[src/rtl/bfsl_pkg.sv]
// Shared types, constants and helpers for the breadth-first search level block.
`default_nettype none

package bfsl_pkg;

   localparam int MAX_NODES  = 64;
   localparam int MAX_EDGES  = 256;
   localparam int FIFO_DEPTH = 4;

   localparam int NODE_W      = 7;
   localparam int LEVEL_W     = 6;
   localparam int NODE_IDX_W  = $clog2(MAX_NODES);
   localparam int NODE_CNT_W  = $clog2(MAX_NODES + 1);
   localparam int EDGE_ADDR_W = (MAX_EDGES > 1) ? $clog2(MAX_EDGES) : 1;
   localparam int EDGE_CNT_W  = $clog2(MAX_EDGES + 1);
   localparam int FIFO_PTR_W  = $clog2(FIFO_DEPTH);
   localparam int FIFO_CNT_W  = $clog2(FIFO_DEPTH + 1);
   localparam int CSR_IDX_W   = 2;

   localparam logic OP_EDGE = 1'b0;
   localparam logic OP_RUN  = 1'b1;

   localparam logic [CSR_IDX_W-1:0] CSR_NODE_COUNT = CSR_IDX_W'(0);
   localparam logic [CSR_IDX_W-1:0] CSR_START_NODE = CSR_IDX_W'(1);

   localparam logic [NODE_W-1:0] NODE_COUNT_RESET = NODE_W'(64);
   localparam logic [NODE_W-1:0] START_NODE_RESET = NODE_W'(1);

   typedef struct packed {
      logic              operation;
      logic [NODE_W-1:0] node_a;
      logic [NODE_W-1:0] node_b;
   } req_type;

   typedef struct packed {
      logic [NODE_W-1:0]  node_id;
      logic [LEVEL_W-1:0] hop_level;
      logic               reached;
      logic               edges_dropped;
      logic               last;
   } rsp_type;

   // classified request handed from front to back
   typedef struct packed {
      logic              run;
      logic              bad;
      logic [NODE_W-1:0] node_a;
      logic [NODE_W-1:0] node_b;
   } cmd_type;

   typedef struct packed {
      logic [NODE_W-1:0] first;
      logic [NODE_W-1:0] second;
   } edge_ent_type;

   typedef struct packed {
      logic [LEVEL_W-1:0] level;
      logic [NODE_W-1:0]  node;
   } qent_type;

   typedef enum logic [2:0] {
      ST_IDLE,
      ST_START,
      ST_POP,
      ST_FETCH,
      ST_SCAN,
      ST_EMIT_RD,
      ST_EMIT_OUT
   } eng_state_type;

   // zero acts as one, anything above the node limit acts as the limit
   function automatic logic [NODE_W-1:0] active_count(input logic [NODE_W-1:0] raw);
      logic [NODE_W-1:0] res;
      if (raw == '0) begin
         res = NODE_W'(1);
      end else if (raw > NODE_W'(MAX_NODES)) begin
         res = NODE_W'(MAX_NODES);
      end else begin
         res = raw;
      end
      return res;
   endfunction

   function automatic logic node_ok(input logic [NODE_W-1:0] node,
                                    input logic [NODE_W-1:0] cnt);
      return (node != '0) && (node <= cnt);
   endfunction

   // nodes are numbered from one, storage from zero
   function automatic logic [NODE_IDX_W-1:0] node_index(input logic [NODE_W-1:0] node);
      logic [NODE_W-1:0] t;
      t = node - NODE_W'(1);
      return t[NODE_IDX_W-1:0];
   endfunction

endpackage

`default_nettype wire

[src/rtl/bfsl_front.sv]
// Front end: takes requests, checks edge endpoints and queues commands.
`default_nettype none

module bfsl_front (
   input  logic                        req_valid,
   input  bfsl_pkg::req_type           req_data,
   output logic                        req_stall,
   input  logic [bfsl_pkg::NODE_W-1:0] node_count,
   input  logic                        queue_full,
   output logic                        push,
   output bfsl_pkg::cmd_type           push_data
);
   import bfsl_pkg::*;

   logic [NODE_W-1:0] cnt;

   assign cnt       = active_count(node_count);
   assign req_stall = queue_full;
   assign push      = req_valid && !queue_full;

   always_comb begin
      push_data.run    = (req_data.operation == OP_RUN);
      push_data.bad    = !node_ok(req_data.node_a, cnt) || !node_ok(req_data.node_b, cnt);
      push_data.node_a = req_data.node_a;
      push_data.node_b = req_data.node_b;
   end

endmodule

`default_nettype wire

[config.mk]
export PLATFORM = sky130hd
export DESIGN_NAME = bfsl_front
export DESIGN_NICKNAME = d
export VERILOG_FILES = /design/src/rtl/bfsl_pkg.sv /design/src/rtl/bfsl_front.sv
export SDC_FILE = /design/constraint.sdc
export NUM_CORES = 1
export LEC_CHECK = 0
export ABC_AREA = 0
export BUFFER_PORTS_ARGS = -buffer_cell sky130_fd_sc_hd__buf_2
export CAP_MARGIN = 20
export CORE_MARGIN = 2
export CORE_UTILIZATION = 38
export DETAILED_ROUTE_END_ITERATION = 10
export PLACE_DENSITY = 0.85
export SYNTH_ARGS = -nofsm -noshare
export SYNTH_HDL_FRONTEND = slang
export SYNTH_SLANG_ARGS = --single-unit
[constraint.sdc]
create_clock -name vclk -period 1.4
set_input_delay 0.14 -clock vclk [all_inputs]
set_output_delay 0.14 -clock vclk [all_outputs]
set_load 0.02 [all_outputs]
# [After elaboration in Yosys (flattened, before gate mapping)]
# Index checks and enable logic that the tools add are counted.
[word_totals] ff_bits=0 word_cells=15 input_bits=24 out_inout_bits=18
[op_classes] n_reduce_logical=10 mux=2 order_cmp=3
[ops] operator="$le A7 B7 Y1" count=2
[ops] operator="$mux W7" count=2
[ops] operator="$reduce_bool A7 Y1" count=2
[ops] operator="$gt A7 B7 Y1 const B" count=1
[ops] operator="$logic_not A7 Y1" count=1
[ops] operator="$logic_and A1 B1 Y1" count=3
[ops] operator="$logic_not A1 Y1" count=3
[ops] operator="$logic_or A1 B1 Y1" count=1

# [Depth between registers and ports, before layout]
[depth] ltp_word=7 ltp_mapped=9 depth_no_buf=9

# [Worst setup path before layout]
# No wires, ideal clock.
[synth_timing] kind="input -> output" start="input node_count[6] (netlist bit)" end="output push_data[14] (netlist bit)" t_arrival_ns=1.364 slack_ns=-0.104 stages=8 cell_sequence="inv_1 nand2_1 ha_1 a211oi_1 nor2_1 nor3_1 o21ai_2 a21o_1"
[synth_rtl] element="from (decl)" line="bfsl_front.sv:8" text="input logic [bfsl_pkg::NODE_W-1:0] node_count,"
[synth_rtl] element="to (decl)" line="bfsl_front.sv:11" text="output bfsl_pkg::cmd_type push_data"

==> metrics.md <==
| Metric | Value |
|---|---|
| ANT nets after route | `0` |
| Sequential cell count | `0` |
| Layout area overhead | `59.6%` |
| Via count | `~640` |
| Outcome | `finished with violations` |
| Fin worst setup slack | `-274 ps` |
| # clk buffers | `0` |
| Worst setup SP type | `primary input` |
| Hold slack | `280 ps` |
| Power Internal | `0.152 mW` |
| Worst slew margin | `85.5%` |
| Die W | `41.5 µm` |
| Io pins | `42` |
| Share of layout cells above drive strength 1 | `65.8%` |
| Worst path required time | `around 1300 ps` |
| Nature of the critical path endpoint | `output port` |
| Dpl ws | `-339 ps` |
| Violated checks | `setup timing` |
| Placed cells | `roughly 120` |
| Fmax | `597 MHz` |
| Initial DRC count | `10` |
| Crit path cell chain | `buf_8 > clkinvlp_4 > nand2_4 > ha_4 > nor2b_1 > o21a_1 > o21ai_1 > nand3b_1 > a21o_1 > buf_6` |
| DR WL/cell | `12.1 µm` |
| Worst-margin pin slew | `215 ps` |
| Pin count of the biggest net entering global routing | `8` |
| Slew Viols, Final | `0` |
| Initial core utilization | `41.0%` |
| Syn Nets | `108` |
| Max rail drop VDD | `0.238 mV` |
| Final count of hold timing violations | `0` |
| Global-route wire length before repair | `2680 µm` |
| Syn Std Cell Area | `533 µm²` |
| Fin area | `851 µm²` |
| Power density cells | `365 mW/mm²` |
| Final Util | `65.4%` |
| Worst-path cell with the longest stage delay | `ha_4` |
| Multi-input logic area | `473 µm²` |
| Crit path capture | `push_data[14]` |
| Sequential area share after synthesis | `0%` |
| Initial antenna violation count | `0` |
| Std-Cell Rows | `13` |
| Min Tclk post-route | `between 1500 and 2000 ps` |
| Worst setup path start | `node_count[6]` |
| Number of port buffers | `40` |
| Final setup vio count | `1` |
| Area post-placement | `806 µm²` |
| Fin cells | `~130` |
| Total grt overflow | `0` |
| Fin crit share | `120%` |
| Min-delay worst type | `in2out` |
| Leakage power | `approximately 0.44 nW` |
| Sw Ratio | `50.9%` |
| Seq pwr share | `0%` |
| Storage element area | `0 µm²` |
| Die Y | `41.5 µm` |
| Cell variety after synth | `20` |
| Core ar. | `about 0.0013 mm²` |
| Diode count | `0` |
| Mean Syn Cell Area | `roughly 7.6 µm²` |
| Routability cong. | `0.855` |
| CP Class | `in2out` |
| Slowest stage delay, CP | `200 ps` |
| Vias per inst | `5.04` |
| DR pass1 iterations | `2` |
| RSZ-0062 raised after global routing | `true` |
| Total GRT Usage | `18.7%` |
| # hold bufs at CTS | `0` |
| Filler cells | `123` |
| Die area | `0.00172 mm²` |
| Final net count | `151` |
| Logic pwr share | `100.0%` |
| Max_cap viols | `0` |
| # DRC | `0` |
| Vias in the first global route | `roughly 690` |
| Sw Pwr | `0.158 mW` |
| Critical Path AT | `around 1500 ps` |
| Clock power share | `0%` |
| Hpwl dp | `1340 µm` |
| Worst Path Max Fanout | `7` |
| Final wirelength | `1530 µm` |
| Gate Count Post-Synth | `70` |
| Ys Warns | `0` |
[kinds of logic (layout without fill, tap and decap cells)]
family	after synthesis	in the layout	synth area share, %
AOI/OAI and AO/OA	13	13	14.8
buffers and inverters	19	60	24.6
adders and majority gates	14	14	32.9
and+or+nand+nor	24	24	27.7
[final cells by class]
class	instances	area share [%]
Multi-Input combinational cell	51	55.6
Timing Repair Buffer	57	40.4
Tap cell	15	2.21
Inverter	3	1.76
[cells in the final DEF, fill, tap and decap left out, types with 2 or more instances in the layout]
master / synthesis / layout
inv_1: 3 / 2
o21ai_1: 1 / 2
a21o_1: 2 / 2
nor2_1: 5 / 5
a21oi_1: 6 / 5
nand4_1: 2 / 2
nand2_2: 0 / 3
nand3b_1: 2 / 2
nor2b_1: 2 / 2
nand3_1: 2 / 2
buf_4: 16 / 17
buf_2: 0 / 38
nor3_2: 0 / 2
ha_4: 0 / 3
ha_1: 14 / 11
[per-layer routing]
layer	up-vias	global-route usage, %	routed length [µm]
li1	321	-	-
met1	288	19.0	570
met2	22	40.9	859
met3	4	0.435	68
met4	0	2.58	31
met5	-	0	0
[power by group through the flow]
stage	registers, mW	clock network (mW)	logic (mW)
5_1_grt	0	0	0.341
3_3_place_gp	0	0	0.274
6_report	0	0	0.310
3_5_place_dp	0	0	0.288
2_1_floorplan	0	0	0.185
4_1_cts	0	0	0.309
[cells in the mapped netlist]
cell	instances	share of area, %
o21ai_0	1	0.94
a21oi_1	6	5.6
nand3b_1	2	2.8
nor4_2	1	2.3
a21o_1	2	2.8
nor4_4	1	4.0
nand2_1	5	3.5
inv_1	3	2.1
a211oi_1	1	1.4
buf_4	16	23
nor2_1	5	3.5
ha_1	14	33
nor2b_1	2	2.3
nand3_1	2	1.9
o21ai_1	1	0.94
nand4_1	2	2.3
o21a_1	1	1.4
o21ai_2	1	1.6
or4_4	1	2.1
nor3_1	3	2.8
[how the worst min path moves through the flow]
stage | start | to | slack [ps] | cells after the start
after CTS | req_data[14] | push_data[15] | 280 | 0
after global placement | req_data[14] | push_data[15] | 280 | 0
final | req_data[14] | push_data[15] | 280 | 0
after floorplan | queue_full | push | 360 | 1
after global routing | req_data[14] | push_data[15] | 280 | 0
after detailed placement | req_data[14] | push_data[15] | 280 | 0
[worst max-delay path: cells and delay by family]
family,cells,cell delay [ps]
AOI/OAI and AO/OA,3,460
adders and majority gates,1,200
buffers and inverters,3,390
and+or+nand+nor,3,360
[per-stage QoR]
stage	setup TNS [ps]	total power, mW
after global placement	-316	0.274
after global routing	-399	0.341
final	-274	0.310
after CTS	-263	0.309
after floorplan	-8.41	0.185
after detailed placement	-339	0.288
[what timing repair did]
| item | in CTS | in global routing |
|---|---|---|
| setup endpoints to repair | 1 | 1 |
| setup buffers | 2 | 0 |
| resized for setup | 7 | 1 |
| pin swaps | 10 | 0 |
Note: power is estimated with default switching activity, not from simulation.
