--- src/rtl/bfsl_pkg.sv ---
// Shared types, constants and helpers for the breadth-first search level block.
`default_nettype none

package bfsl_pkg;

   localparam int MAX_NODES  = 64;
   localparam int MAX_EDGES  = 256;
   localparam int FIFO_DEPTH = 4;

   localparam int NODE_W      = 7;
   localparam int LEVEL_W     = 6;
   localparam int NODE_IDX_W  = $clog2(MAX_NODES);
   localparam int NODE_CNT_W  = $clog2(MAX_NODES + 1);
   localparam int EDGE_ADDR_W = (MAX_EDGES > 1) ? $clog2(MAX_EDGES) : 1;
   localparam int EDGE_CNT_W  = $clog2(MAX_EDGES + 1);
   localparam int FIFO_PTR_W  = $clog2(FIFO_DEPTH);
   localparam int FIFO_CNT_W  = $clog2(FIFO_DEPTH + 1);
   localparam int CSR_IDX_W   = 2;

   localparam logic OP_EDGE = 1'b0;
   localparam logic OP_RUN  = 1'b1;

   localparam logic [CSR_IDX_W-1:0] CSR_NODE_COUNT = CSR_IDX_W'(0);
   localparam logic [CSR_IDX_W-1:0] CSR_START_NODE = CSR_IDX_W'(1);

   localparam logic [NODE_W-1:0] NODE_COUNT_RESET = NODE_W'(64);
   localparam logic [NODE_W-1:0] START_NODE_RESET = NODE_W'(1);

   typedef struct packed {
      logic              operation;
      logic [NODE_W-1:0] node_a;
      logic [NODE_W-1:0] node_b;
   } req_type;

   typedef struct packed {
      logic [NODE_W-1:0]  node_id;
      logic [LEVEL_W-1:0] hop_level;
      logic               reached;
      logic               edges_dropped;
      logic               last;
   } rsp_type;

   // classified request handed from front to back
   typedef struct packed {
      logic              run;
      logic              bad;
      logic [NODE_W-1:0] node_a;
      logic [NODE_W-1:0] node_b;
   } cmd_type;

   typedef struct packed {
      logic [NODE_W-1:0] first;
      logic [NODE_W-1:0] second;
   } edge_ent_type;

   typedef struct packed {
      logic [LEVEL_W-1:0] level;
      logic [NODE_W-1:0]  node;
   } qent_type;

   typedef enum logic [2:0] {
      ST_IDLE,
      ST_START,
      ST_POP,
      ST_FETCH,
      ST_SCAN,
      ST_EMIT_RD,
      ST_EMIT_OUT
   } eng_state_type;

   // zero acts as one, anything above the node limit acts as the limit
   function automatic logic [NODE_W-1:0] active_count(input logic [NODE_W-1:0] raw);
      logic [NODE_W-1:0] res;
      if (raw == '0) begin
         res = NODE_W'(1);
      end else if (raw > NODE_W'(MAX_NODES)) begin
         res = NODE_W'(MAX_NODES);
      end else begin
         res = raw;
      end
      return res;
   endfunction

   function automatic logic node_ok(input logic [NODE_W-1:0] node,
                                    input logic [NODE_W-1:0] cnt);
      return (node != '0) && (node <= cnt);
   endfunction

   // nodes are numbered from one, storage from zero
   function automatic logic [NODE_IDX_W-1:0] node_index(input logic [NODE_W-1:0] node);
      logic [NODE_W-1:0] t;
      t = node - NODE_W'(1);
      return t[NODE_IDX_W-1:0];
   endfunction

endpackage

`default_nettype wire

--- src/rtl/bfsl_queue.sv ---
// Short command queue between the front end and the search engine.
`default_nettype none

module bfsl_queue (
   input  logic              clock,
   input  logic              reset,
   input  logic              push,
   input  bfsl_pkg::cmd_type push_data,
   output logic              full,
   input  logic              pop,
   output logic              pop_valid,
   output bfsl_pkg::cmd_type pop_data
);
   import bfsl_pkg::*;

   cmd_type                slot_ff [FIFO_DEPTH];
   logic [FIFO_PTR_W-1:0]  wr_ptr_ff, wr_ptr_in;
   logic [FIFO_PTR_W-1:0]  rd_ptr_ff, rd_ptr_in;
   logic [FIFO_CNT_W-1:0]  fill_ff, fill_in;
   logic                   do_push, do_pop;

   assign full      = (fill_ff == FIFO_CNT_W'(FIFO_DEPTH));
   assign pop_valid = (fill_ff != '0);
   assign pop_data  = slot_ff[rd_ptr_ff];
   assign do_push   = push && !full;
   assign do_pop    = pop && pop_valid;

   always_comb begin
      wr_ptr_in = do_push ? wr_ptr_ff + FIFO_PTR_W'(1) : wr_ptr_ff;
      rd_ptr_in = do_pop  ? rd_ptr_ff + FIFO_PTR_W'(1) : rd_ptr_ff;
      fill_in   = fill_ff;
      if (do_push && !do_pop) begin
         fill_in = fill_ff + FIFO_CNT_W'(1);
      end else if (do_pop && !do_push) begin
         fill_in = fill_ff - FIFO_CNT_W'(1);
      end
   end

   always_ff @(posedge clock) begin
      if (reset) begin
         wr_ptr_ff <= '0;
         rd_ptr_ff <= '0;
         fill_ff   <= '0;
      end else begin
         wr_ptr_ff <= wr_ptr_in;
         rd_ptr_ff <= rd_ptr_in;
         fill_ff   <= fill_in;
      end
   end

   always_ff @(posedge clock) begin
      if (do_push) begin
         slot_ff[wr_ptr_ff] <= push_data;
      end
   end

endmodule

`default_nettype wire

--- config.mk ---
export PLATFORM = sky130hd
export DESIGN_NAME = bfsl_queue
export DESIGN_NICKNAME = d
export VERILOG_FILES = /design/src/rtl/bfsl_pkg.sv /design/src/rtl/bfsl_queue.sv
export SDC_FILE = /design/constraint.sdc
export NUM_CORES = 1
export LEC_CHECK = 0
export ABC_AREA = 1
export BUFFER_PORTS_ARGS = -buffer_cell sky130_fd_sc_hd__buf_2
export CAP_MARGIN = 20
export CELL_PAD_IN_SITES_DETAIL_PLACEMENT = 1
export CELL_PAD_IN_SITES_GLOBAL_PLACEMENT = 1
export CORE_MARGIN = 5
export CORE_UTILIZATION = 41
export DETAILED_ROUTE_END_ITERATION = 8
export PLACE_DENSITY_LB_ADDON = 0.1
export SYNTH_ARGS = -nofsm -noshare
export SYNTH_HDL_FRONTEND = slang
export SYNTH_SLANG_ARGS = --single-unit
--- constraint.sdc ---
create_clock -name clock -period 1.6 [get_ports clock]
set_input_delay 0.16 -clock clock [delete_from_list [all_inputs] [get_ports clock]]
set_output_delay 0.16 -clock clock [all_outputs]
set_load 0.05 [all_outputs]
After elaboration in Yosys (flattened, before gate mapping)
Memories as Yosys holds them, arrays and structs flattened. A register that Yosys moved wholly into a read port is not among the register bits.
Cells that the tools add are included.
{"block": "classes", "add_sub_neg": 4, "n_mul": 0, "n_div": 0, "order_cmp": 0, "n_eq_ne": 1, "shift": 0, "muxes": 6, "n_bitwise": 0, "reduce_logical": 9}
{"operator": "2-to-1 mux 3 bit", "count": 2}
{"operator": "adder 2 x 1 -> 2 bit (second input constant)", "count": 2}
{"operator": "logical AND 1 bit", "count": 4}
{"operator": "2-to-1 mux 2 bit", "count": 2}
{"operator": "adder 3 x 1 -> 3 bit (second input constant)", "count": 1}
{"operator": "equality test 3 bit (second input constant)", "count": 1}
{"operator": "logical NOT 1 bit", "count": 3}
{"operator": "nonzero test 3 bit", "count": 1}
{"operator": "subtractor 3 x 1 -> 3 bit (second input constant)", "count": 1}
{"operator": "2-to-1 mux 1 bit", "count": 2}
{"operator": "nonzero test 2 bit", "count": 1}
{"block": "word_totals", "regBits": 7, "latchBits": 0, "ram_bits": 64, "romBits": 0, "inputBits": 20, "out_inout_bits": 18, "elab_cells": 24, "n_memories": 1}
{"name": "slot_ff", "depth": 4, "word_bits": 16, "read_ports": 1, "rd_clocked_by_memory_dff": 1, "write_ports": 1, "line_no": "bfsl_queue.sv:16", "rtl": "cmd_type slot_ff [FIFO_DEPTH];"}

Longest topological paths before layout
Gate-level depths: netlist of the first run.
{"block": "logic_depth", "depth_word": 7, "ltp_mapped": 13, "ltp_nobuf": 13}

Worst setup path after synthesis of the first run
OpenSTA, ideal clock, no wires.
{"block": "synth_timing", "kind": "register to register", "from": "reg fill_ff[1]", "to": "reg fill_ff[2]", "setup_ns": 0.113, "arrival_time_ns": 1.864, "t_required_ns": 1.487, "setup_slack_ns": -0.377, "stages_incl_launch_ff": 13, "n_path_buf": 0, "period_less_slack_ns": 1.977, "cell_sequence": "dfxtp_1 nor2_1 nand2_1 nand2_2 ha_1 inv_1 fa_1 inv_1 nand2_1 nand3_1 nand2_1 nand2_1 nor2_1"}
{"block": "synth_via", "elab_cells_between_ends": 14, "classes_between": "2 x add/sub; 1 x eq/ne; 2 x mux; 9 x reduce/logical"}
{"item": "from (decl)", "line_no": "bfsl_queue.sv:19", "rtl": "logic [FIFO_CNT_W-1:0] fill_ff, fill_in;"}
{"item": "from (signal assigned)", "line_no": "bfsl_queue.sv:47", "rtl": "fill_ff <= fill_in;"}
{"item": "nonzero test 3 bit (*)", "line_no": "bfsl_queue.sv:23", "rtl": "assign pop_valid = (fill_ff != '0);"}
{"item": "net pop_valid", "line_no": "bfsl_queue.sv:11", "rtl": "output logic pop_valid,"}
{"item": "logical AND 1 bit (*)", "line_no": "bfsl_queue.sv:26", "rtl": "assign do_pop = pop && pop_valid;"}
{"item": "logical NOT 1 bit", "line_no": "bfsl_queue.sv:32", "rtl": "if (do_push && !do_pop) begin"}
{"item": "logical AND 1 bit", "line_no": "bfsl_queue.sv:32"}
{"item": "2-to-1 mux 3 bit / nonzero test 2 bit (equally long branches)"}
The timed path passes the listed nets; every way through them passes the cells marked *. The select of a mux whose other input is x is not followed.
A chain may end at the register's enable or synchronous reset.

==> results of run 1 <==
==> worst max path at each step <==
stage | from | endpoint | cells after the start
2_1_floorplan | fill_ff[1] | slot_ff[0][0] | 4
3_3_place_gp | fill_ff[1] | fill_ff[2] | 13
3_5_place_dp | fill_ff[1] | fill_ff[2] | 13
4_1_cts | flip-flop | pop_data[0] | 4
5_1_grt | fill_ff[0] | fill_ff[1] | 9
6_report | flip-flop | pop_data[10] | 5
==> metrics by stage <==
| step | cell area (um^2) | hold WS [ns] | cells |
|---|---|---|---|
| finish | 3830 | 0.0321 | 377 |
| global route | 3830 | 0.0268 | 377 |
| CTS | 3560 | 0.0152 | 373 |
| detailed placement | 3300 | 0.383 | 355 |
| global placement | 3300 | 0.378 | 355 |
| floorplan | 2860 | 0.225 | 223 |
==> critical path, stage by stage, from the launching register on <==
cell                      delay (ns)
sky130_fd_sc_hd__dfxtp_4        0.43
sky130_fd_sc_hd__inv_8          0.07
sky130_fd_sc_hd__buf_12         0.15
sky130_fd_sc_hd__o21ai_1        0.17
sky130_fd_sc_hd__o22ai_1        0.10
sky130_fd_sc_hd__buf_4          0.20
==> cell families after synthesis <==
kind of cell	Yosys count	share of synthesized area, %
simple gates	66	9.20
flops	73	73.9
fa+ha+maj	6	2.90
xor+xnor	1	0.308
compound gates	52	9.85
buf+inv	25	3.83
==> cells in the mapped netlist, drive strengths merged <==
cell | n | share of area, %
a21oi | 3 | 0.53
buf | 8 | 1.6
dfxtp | 9 | 6.3
edfxtp | 64 | 68
fa | 1 | 0.70
ha | 5 | 2.2
inv | 17 | 2.2
nand2 | 15 | 2.2
nand3 | 4 | 0.70
nand3b | 1 | 0.26
nor2 | 46 | 6.1
o21ai | 33 | 5.8
o22ai | 16 | 3.5
xor2 | 1 | 0.31
==> state kept, by name, summed over array words and instances, names as in the netlist, named ones only <==
signal / cells
fill_ff: 3
slot_ff: 64
wr_ptr_ff: 2
rd_ptr_ff: 2
==> cell type report <==
| class | count | area share, % |
|---|---|---|
| Multi-Input combinational cell | 125 | 20.9 |
| Timing Repair Buffer | 66 | 14.8 |
| Clock buffer | 13 | 3.88 |
| Clock inverter | 3 | 0.457 |
| Sequential cell | 73 | 55.1 |
| Inverter | 17 | 2.25 |
| Tap cell | 80 | 2.61 |
==> power by group through the flow <==
stage / clock (mW) / sequential (mW) / combinational, mW
after floorplan: 0 / 2.46 / 1.62
after detailed placement: 0 / 2.48 / 2.35
after CTS: 1.28 / 2.45 / 2.55
after global placement: 0 / 2.47 / 2.31
after global routing: 1.37 / 2.49 / 3.16
final: 1.24 / 2.47 / 2.94
==> what timing repair did <==
action,CTS,global route
setup buffers,2,1
resized for setup,29,58
pin swaps,7,15
cloned,0,3
setup endpoints to repair,18,18
==> per-layer routing <==
metal | GRT usage (%) | share of wire (%)
met5 | 0 | 0
met4 | 7.33 | 1.7
met3 | 3.22 | 3.3
met2 | 27.1 | 51
met1 | 17.4 | 44
==> run summary, run 1 <==
DRT
--------------------------------------------------------------------------------------
Via count normalized by instance count                                            5.09
Number of DRC violations after detailed routing                                      0
Count of TritonRoute iterations in the first routing pass                            4
1st-iter DRT viols                                                                  73
Detailed Route WL                                                              6550 um
Routed wirelength normalized by instance count                                 17.4 um
Number of vias in the routed layout                                               1920
ANT nets after route                                                                 0

WORST SETUP PATH
--------------------------------------------------------------------------------------
Maximum net fanout on the critical path                                             12
Crit path launch type                                                        flip-flop
Type of the worst setup path                                              flip-flop to primary output
CP arrival                                                                     1.46 ns
Required @ worst endpoint                                                      1.44 ns
Category of the worst setup path capture point                            primary output
Worst R2R Start                                                             fill_ff[0]
Slack of the worst reg-to-reg path                                            -0.02 ns
Worst r2r path cells                                                                 9
Worst flop-to-flop path endpoint                                            fill_ff[1]

LOGIC SYNTHESIS
--------------------------------------------------------------------------------------
Syn nets                                                                           249
Synthesized area per cell                                                    12.8 um^2
Count of state elements after synthesis                                             73
Cell area after technology mapping                                        0.00284 mm^2
Syn. warnings                                                                        0
Sequential fraction of the synthesis area                                        73.9%
Synthesized instance count                                                         223
Number of distinct standard cells referenced by the synthesized netlist             18

STA
--------------------------------------------------------------------------------------
Headroom to the max-slew limit                                                   83.7%
Number of hold-slack violations in the final timing report                           0
Final period demand of the worst path                                          1.62 ns
Finish-stage setup viols                                                             2
Final cycle utilization of the critical path                                      101%
Fin worst setup slack                                                       -0.0204 ns
Max Clock Freq                                                                 617 MHz
Setup TNS after final layout                                                -0.0357 ns
Setup repair after global routing missed its margin                                yes
Final max-slew violation count                                                       0
Transition time at the pin with the least slew margin                         0.243 ns
Setup clock skew after layout                                                0.0100 ns

POWER
--------------------------------------------------------------------------------------
Worst vdd rail ir drop                                                          969 uV
Leakage power                                                                  1.46 nW
Proportion of power drawn by flip-flops and latches                              37.1%
Clock share of power                                                             18.7%
Switching power                                                                2.61 mW
Combinational group share of total power                                         44.2%
Total power after layout                                                       6.66 mW
Switch share                                                                     39.2%
Power per standard cell area                                              1740 mW/mm^2
P_int                                                                          4.05 mW

GLOBAL ROUTE
--------------------------------------------------------------------------------------
Overflow left after global routing                                                   0
GRT Overall Usage                                                                15.3%
Pin count of the biggest net entering global routing                                21
First-pass GRT wire length                                                     9810 um
Initial antenna violation count                                                      0
Via count of the first global-routing pass                                        2018

FINISH
--------------------------------------------------------------------------------------
Most frequent standard cell in the layout excluding fill and tap cells    sky130_fd_sc_hd__edfxtp_1
Area of all sequential standard cells                                     0.00211 mm^2
Most frequent cells in the layout                                         sky130_fd_sc_hd__edfxtp_1 (64), sky130_fd_sc_hd__nor2_1 (36), sky130_fd_sc_hd__buf_4 (29), sky130_fd_sc_hd__o21ai_1 (21), sky130_fd_sc_hd__buf_2 (21)
Post-layout net count                                                              318
P&R area growth vs syn                                                           34.8%
Number of antenna diodes                                                             0
Filler Cells Inserted                                                              689
Area occupied by multi-input gates                                            800 um^2
Core occupancy in the finished layout                                            56.7%
Share of post-route cells with drive strength above 1                            41.8%

CLOCKING
--------------------------------------------------------------------------------------
Insertion delay to the later sink of the worst-skew pair                       0.34 ns
Hold bufs inserted after CTS                                                         0
# clock sinks                                                                       73
Clock transition at the registers of the reported paths                        0.07 ns
Buffer type at the clock tree root                                        sky130_fd_sc_hd__clkbuf_8
CTS H-tree lvls                                                                      3
Cts bufs inserted                                                                    9
Maximum number of buffers from clock root to sink                                    2
CTS tree                                                                          done

FLOORPLANNING
--------------------------------------------------------------------------------------
Area of the die                                                           0.00870 mm^2
Starting density of the core                                                     42.1%
Width of the die                                                               93.3 um
Area of the core region                                                   0.00676 mm^2
Die Height                                                                     93.3 um
I/O pin count                                                                       38
Std-Cell Rows                                                                       30

PLACED DESIGN
--------------------------------------------------------------------------------------
GPL Wtd Cong                                                                     0.765
IO buf count                                                                        37
Setup slack after placement                                                 -0.0931 ns
Dpl hpwl                                                                       4150 um

RUN
--------------------------------------------------------------------------------------
Max Cap Violations                                                                   0

STATUS
--------------------------------------------------------------------------------------
Result of the run                                                         complete, but fails checks
Failing checks                                                            negative setup slack

MIN PATH
--------------------------------------------------------------------------------------
Hold_sp                                                                          reset
Number of cells on the worst hold path                                               2
Kind of path behind the tightest hold check                               primary input to flip-flop

Note: power is estimated with default switching activity, not from simulation.
==> run 2, diff against run 1 <==
--- a/config.mk
+++ b/config.mk
@@ -6,7 +6,7 @@
 export NUM_CORES = 1
 export LEC_CHECK = 0
 export ABC_AREA = 1
-export BUFFER_PORTS_ARGS = -buffer_cell sky130_fd_sc_hd__buf_2
+export BUFFER_PORTS_ARGS = -buffer_cell sky130_fd_sc_hd__buf_4
 export CAP_MARGIN = 20
 export CELL_PAD_IN_SITES_DETAIL_PLACEMENT = 1
 export CELL_PAD_IN_SITES_GLOBAL_PLACEMENT = 1
==> run 2 against run 1 <==
The run still ends with negative setup slack left. Sequential share of layout area is 3.3 points lower. Non-clock buffer count is 16 higher. Total power up 6.2%. Die area stayed put. Critical path type unchanged. Critical endpoint is now pop_data[12]. Highest routed layer unchanged.
==> run summary, run 2 (synthesized netlist as in run 1, its figures left out) <==
FLOORPLANNING
-------------------------------------------------------------------------------------
I/O pin count                                                                      38
Die Height                                                                    93.3 um
Std-Cell Rows                                                                      30
Starting density of the core                                                    42.1%
Area of the core region                                                  0.00676 mm^2
Area of the die                                                          0.00870 mm^2
Width of the die                                                              93.3 um

FINISH
-------------------------------------------------------------------------------------
Register ranked first by flip-flop count                                      slot_ff
Top flop regs                                                            slot_ff (64), fill_ff (3)
Finished Cell Area                                                       0.00409 mm^2
Number of flip-flops in the largest register                                       64
Most frequent standard cell in the layout excluding fill and tap cells   sky130_fd_sc_hd__edfxtp_1
Post-layout net count                                                             334
P&R area growth vs syn                                                          43.7%
Most frequent cells in the layout                                        sky130_fd_sc_hd__edfxtp_1 (64), sky130_fd_sc_hd__buf_4 (50), sky130_fd_sc_hd__nor2_1 (35), sky130_fd_sc_hd__o21ai_1 (19), sky130_fd_sc_hd__o21ai_2 (14)
Number of antenna diodes                                                            0
Area occupied by multi-input gates                                           817 um^2
Share of post-route cells with drive strength above 1                           41.0%
Filler Cells Inserted                                                             693
Area of all sequential standard cells                                    0.00211 mm^2

DRT
-------------------------------------------------------------------------------------
Via count normalized by instance count                                           5.14
Detailed Route WL                                                             7380 um
Routed wirelength normalized by instance count                                18.8 um
Count of TritonRoute iterations in the first routing pass                           4
Number of vias in the routed layout                                              2014
Number of DRC violations after detailed routing                                     0
1st-iter DRT viols                                                                 86
ANT nets after route                                                                0

CLOCKING
-------------------------------------------------------------------------------------
Cts bufs inserted                                                                   9
Buffer type at the clock tree root                                       sky130_fd_sc_hd__clkbuf_8
Clock transition at the registers of the reported paths                       0.07 ns
CTS H-tree lvls                                                                     3
Maximum number of buffers from clock root to sink                                   2
Insertion delay to the later sink of the worst-skew pair                      0.35 ns
# clock sinks                                                                      73
CTS tree                                                                         done

STATUS
-------------------------------------------------------------------------------------
Result of the run                                                        complete, but fails checks
Failing checks                                                           negative setup slack

STA
-------------------------------------------------------------------------------------
Max Clock Freq                                                                601 MHz
Final period demand of the worst path                                         1.66 ns
Finish-stage setup viols                                                           10
Fin worst setup slack                                                      -0.0633 ns
Headroom to the max-slew limit                                                  86.1%
Transition time at the pin with the least slew margin                        0.208 ns
Setup repair after global routing missed its margin                               yes
Setup clock skew after layout                                              0.00959 ns
Final max-slew violation count                                                      0
Final cycle utilization of the critical path                                     104%
Number of hold-slack violations in the final timing report                          0

GLOBAL ROUTE
-------------------------------------------------------------------------------------
Overflow left after global routing                                                  0
First-pass GRT wire length                                                   11600 um
Pin count of the biggest net entering global routing                               17
Via count of the first global-routing pass                                       2220
Initial antenna violation count                                                     0
GRT Overall Usage                                                               18.4%

PLACED DESIGN
-------------------------------------------------------------------------------------
IO buf count                                                                       37
Dpl hpwl                                                                      4240 um
Post-DP Area                                                             0.00337 mm^2
GPL Wtd Cong                                                                    0.742
Setup slack after placement                                                 -0.130 ns

WORST SETUP PATH
-------------------------------------------------------------------------------------
CP max stage cell                                                        sky130_fd_sc_hd__dfxtp_4
CP arrival                                                                    1.50 ns
Required @ worst endpoint                                                     1.44 ns
Biggest cell delay along the critical path                                    0.39 ns
Crit path launch type                                                       flip-flop
Type of the worst setup path                                             flip-flop to primary output
CP Cell Sequence                                                         buf_8 -> buf_16 -> buf_4 -> nor2_4 -> o22ai_2 -> buf_6
Maximum net fanout on the critical path                                             8
Kind of cell with the highest combined delay on the critical path        buffers and inverters
Sum of buffers and inverters on the critical path                                   4
Category of the worst setup path capture point                           primary output

MIN PATH
-------------------------------------------------------------------------------------
Kind of path behind the tightest hold check                              primary input to flip-flop

POWER
-------------------------------------------------------------------------------------
Worst vdd rail ir drop                                                         888 uV
Total power after layout                                                      7.08 mW
Power per standard cell area                                             1730 mW/mm^2
Leakage power                                                                 1.56 nW

RUN
-------------------------------------------------------------------------------------
Max Cap Violations                                                                  0

run 2: cell count changes in the layout (fill, tap and decap cells not counted), sizes merged:
cell	change
buf	+5
clkinv	-1
clkinvlp	-1
dlygate4sd3	+13
clkbuf	-3
inv	+1
bufinv	+1
run 2: path summary, 6_finish.rpt:
kind         depth (start not counted)  slack [ns]           from             end
min                                  1        0.01  push_data[10]  slot_ff[3][10]
max                                  6       -0.06      flip-flop    pop_data[12]
max reg2reg                          9       -0.06     fill_ff[0]      fill_ff[1]
min reg2reg                          2        0.50   rd_ptr_ff[1]       flip-flop
run 2: layout make-up:
cell class                 instances  share of cell area (%)
timing repair buffer              82                    19.5
sequential                        73                    51.7
multi-input combinational        125                    20.0
inverter                          17                    1.93
tap                               80                    2.45
clock buffer                      12                    3.31
clock inverter                     3                    1.04
run 2: metal layers:
layer | part of all wire [%] | vias up | global-route usage (%)
met5 | 0 | - | 0
met3 | 3.4 | 12 | 4.26
met4 | 1.6 | 0 | 7.94
met1 | 42 | 1007 | 20.8
li1 | - | 964 | -
met2 | 53 | 31 | 32.8
run 2: repair_timing:
| action | 4_1_cts | 5_1_grt |
|---|---|---|
| hold endpoints to repair | 46 | 0 |
| cloned | 5 | 0 |
| pin swaps | 27 | 21 |
| resized for setup | 60 | 26 |
| endpoints found under the setup margin | 18 | 29 |
| hold buffers | 13 | 0 |
| setup buffers | 8 | 1 |
run 2: through the flow:
step / instances / setup TNS (ns) / utilization, % / hold WS, ns
2_1_floorplan: 223 / -7.85 / - / 0.225
3_3_place_gp: 353 / -0.0256 / 49.8 / 0.358
3_5_place_dp: 353 / -0.196 / 49.8 / 0.356
4_1_cts: 394 / -0.613 / 60.1 / 0.000286
5_1_grt: 392 / -1.17 / 60.5 / 0.00871
6_report: 392 / -0.348 / 60.5 / 0.0127
run 2: where the power goes:
| part | switching [mW] | leakage [nW] | internal [mW] |
|---|---|---|---|
| Clock | 0.658 | 0.0881 | 0.712 |
| Combinational | 1.95 | 0.808 | 1.27 |
| Sequential | 0.146 | 0.663 | 2.34 |
| Total | 2.75 | 1.56 | 4.33 |
==> run 3, diff against run 2 <==
--- a/config.mk
+++ b/config.mk
@@ -8,12 +8,10 @@
 export ABC_AREA = 1
 export BUFFER_PORTS_ARGS = -buffer_cell sky130_fd_sc_hd__buf_4
 export CAP_MARGIN = 20
-export CELL_PAD_IN_SITES_DETAIL_PLACEMENT = 1
-export CELL_PAD_IN_SITES_GLOBAL_PLACEMENT = 1
 export CORE_MARGIN = 5
-export CORE_UTILIZATION = 41
+export CORE_UTILIZATION = 51
 export DETAILED_ROUTE_END_ITERATION = 8
-export PLACE_DENSITY_LB_ADDON = 0.1
+export PLACE_DENSITY = 0.75
 export SYNTH_ARGS = -nofsm -noshare
 export SYNTH_HDL_FRONTEND = slang
 export SYNTH_SLANG_ARGS = --single-unit
==> run 3 against run 2 <==
The run still ends with negative setup slack left. Fmax increased by 2.7%. Hold slack improved by 0.0060 ns. Total power is 2.6% lower. Routed wire length is 19% lower. Via count is 6.0% lower. Clock-buffer cell count fell by 2. Highest routed layer unchanged. Die area shrank 18%.
==> run summary, run 3 (synthesized netlist as in run 1, its figures left out) <==
STATUS
-------------------------------------------------------------------------------------
Result of the run                                                        complete, but fails checks
Failing checks                                                           negative setup slack

DRT
-------------------------------------------------------------------------------------
Routed wirelength normalized by instance count                                16.2 um
1st-iter DRT viols                                                                 85
Count of TritonRoute iterations in the first routing pass                           4
Number of DRC violations after detailed routing                                     0
Number of vias in the routed layout                                              1893
ANT nets after route                                                                0
Detailed Route WL                                                             5970 um
Via count normalized by instance count                                           5.14

FINISH
-------------------------------------------------------------------------------------
Area occupied by multi-input gates                                           781 um^2
Share of post-route cells with drive strength above 1                           39.2%
Top flop regs                                                            slot_ff (64), fill_ff (3)
Number of antenna diodes                                                            0
Area of all sequential standard cells                                    0.00211 mm^2
Number of flip-flops in the largest register                                       64
P&R area growth vs syn                                                          36.7%
Most frequent standard cell in the layout excluding fill and tap cells   sky130_fd_sc_hd__edfxtp_1
Register ranked first by flip-flop count                                      slot_ff
Post-layout net count                                                             318
Filler Cells Inserted                                                             369
Number of standard cells in the layout, taps in and fillers out                   368
Core occupancy in the finished layout                                           71.0%
Most frequent cells in the layout                                        sky130_fd_sc_hd__edfxtp_1 (64), sky130_fd_sc_hd__buf_4 (51), sky130_fd_sc_hd__nor2_1 (37), sky130_fd_sc_hd__o21ai_1 (23), sky130_fd_sc_hd__inv_1 (12)

WORST SETUP PATH
-------------------------------------------------------------------------------------
Type of the worst setup path                                             flip-flop to flip-flop
CP max stage cell                                                        sky130_fd_sc_hd__fa_2
Biggest cell delay along the critical path                                    0.44 ns
Slack of the worst reg-to-reg path                                           -0.02 ns
Crit. Startpoint                                                           fill_ff[0]
Critical path depth                                                                 9
Worst flop-to-flop path endpoint                                           fill_ff[1]
Crit path launch type                                                       flip-flop
End point of the critical path                                             fill_ff[1]
Required @ worst endpoint                                                     1.83 ns
Maximum net fanout on the critical path                                             2
Worst R2R Start                                                            fill_ff[0]
Worst r2r path cells                                                                9
Category of the worst setup path capture point                              flip-flop
CP Cell Sequence                                                         nor2_4 -> nand2_2 -> nand2_2 -> inv_2 -> ha_4 -> inv_4 -> fa_2 -> o21ai_2 -> nor2_1
CP arrival                                                                    1.85 ns
Sum of buffers and inverters on the critical path                                   2
Cell type with the highest occurrence count on the critical path         sky130_fd_sc_hd__nand2_2
Kind of cell with the highest combined delay on the critical path         adder cells

PLACED DESIGN
-------------------------------------------------------------------------------------
IO buf count                                                                       37
GPL Wtd Cong                                                                    0.724
Cell count after placement                                                        345
Dpl hpwl                                                                      3590 um
Setup slack after placement                                                -0.0881 ns

FLOORPLANNING
-------------------------------------------------------------------------------------
I/O pin count                                                                      38
Die Height                                                                    84.7 um
Starting density of the core                                                    52.0%
Std-Cell Rows                                                                      27
Width of the die                                                              84.7 um
Area of the core region                                                  0.00547 mm^2
Area of the die                                                          0.00717 mm^2

STA
-------------------------------------------------------------------------------------
Fin worst setup slack                                                      -0.0195 ns
Final cycle utilization of the critical path                                     101%
Worst slack on hold paths                                                   0.0187 ns
Transition time at the pin with the least slew margin                        0.233 ns
Setup repair after global routing missed its margin                               yes
Finish-stage setup viols                                                            1
Final period demand of the worst path                                         1.62 ns
Final max-slew violation count                                                      0
Number of hold-slack violations in the final timing report                          0
Setup clock skew after layout                                              0.00506 ns
Max Clock Freq                                                                617 MHz
Headroom to the max-slew limit                                                  84.5%

CLOCKING
-------------------------------------------------------------------------------------
CTS H-tree lvls                                                                     3
Cts bufs inserted                                                                   9
Buffer type at the clock tree root                                       sky130_fd_sc_hd__clkbuf_8
CTS tree                                                                         done
Clock transition at the registers of the reported paths                       0.07 ns
Maximum number of buffers from clock root to sink                                   2
# clock sinks                                                                      73
Insertion delay to the later sink of the worst-skew pair                      0.34 ns

POWER
-------------------------------------------------------------------------------------
Leakage power                                                                 1.49 nW
Power per standard cell area                                             1770 mW/mm^2
Worst vdd rail ir drop                                                        1180 uV

GLOBAL ROUTE
-------------------------------------------------------------------------------------
Initial antenna violation count                                                     0
Via count of the first global-routing pass                                       1839
First-pass GRT wire length                                                    8850 um
GRT Overall Usage                                                               16.4%
Pin count of the biggest net entering global routing                               19
Overflow left after global routing                                                  0

RUN
-------------------------------------------------------------------------------------
Max Cap Violations                                                                  0

MIN PATH
-------------------------------------------------------------------------------------
Kind of path behind the tightest hold check                              primary input to flip-flop

==> run 3: changes by cell type in the layout (fill, tap and decap cells not counted), sizes merged <==
cell and change:
buf -6, bufinv +1, clkbuf +1, clkinv +1, dlygate4sd3 -13
==> run 3: worst min path at each step <==
stage,from,depth (start not counted),endpoint,slack (ns)
floorplan,reset,1,fill_ff[0],0.22
global placement,reset,2,fill_ff[0],0.36
detailed placement,push_data[13],1,slot_ff[3][13],0.36
CTS,reset,2,fill_ff[0],0.002
global route,push_data[15],1,slot_ff[3][15],0.004
finish,reset,2,fill_ff[0],0.02
==> run 3: metrics by stage <==
step	TNS [ns]	power [mW]	area (um^2)
after CTS	-0.0170	6.48	3640
after global placement	-0.00945	4.86	3370
final	-0.0195	6.89	3890
after global routing	-0.656	7.22	3890
after floorplan	-7.85	4.09	2860
after detailed placement	-0.134	4.92	3370
==> run 3: where the power goes <==
| group | leakage (nW) | internal [mW] | switching, mW |
|---|---|---|---|
| registers | 0.663 | 2.34 | 0.131 |
| clock network | 0.0989 | 0.854 | 0.604 |
| logic | 0.724 | 1.15 | 1.82 |
==> run 3: area by class of cell <==
class	instances	area share, %
sequential	73	54.3
multi-input combinational	125	20.1
timing repair buffer	66	16.1
clock buffer	10	3.28
tap	72	2.32
inverter	17	2.03
clock inverter	5	1.83
==> run 3: timing repair <==
action | 4_1_cts | 5_1_grt
pin swaps | 6 | 17
endpoints found under the setup margin | 16 | 15
hold buffers | 0 | 0
gates resized for setup | 17 | 42
setup buffers | 3 | 1
gates cloned | 0 | 4
==> run 3: layer usage <==
metal	vias up	share of wire, %	GRT usage, %
li1	934	-	-
met1	915	41	18.7
met2	37	53	28.2
met3	7	4.8	5.59
met4	0	1.1	6.91
met5	-	0	0
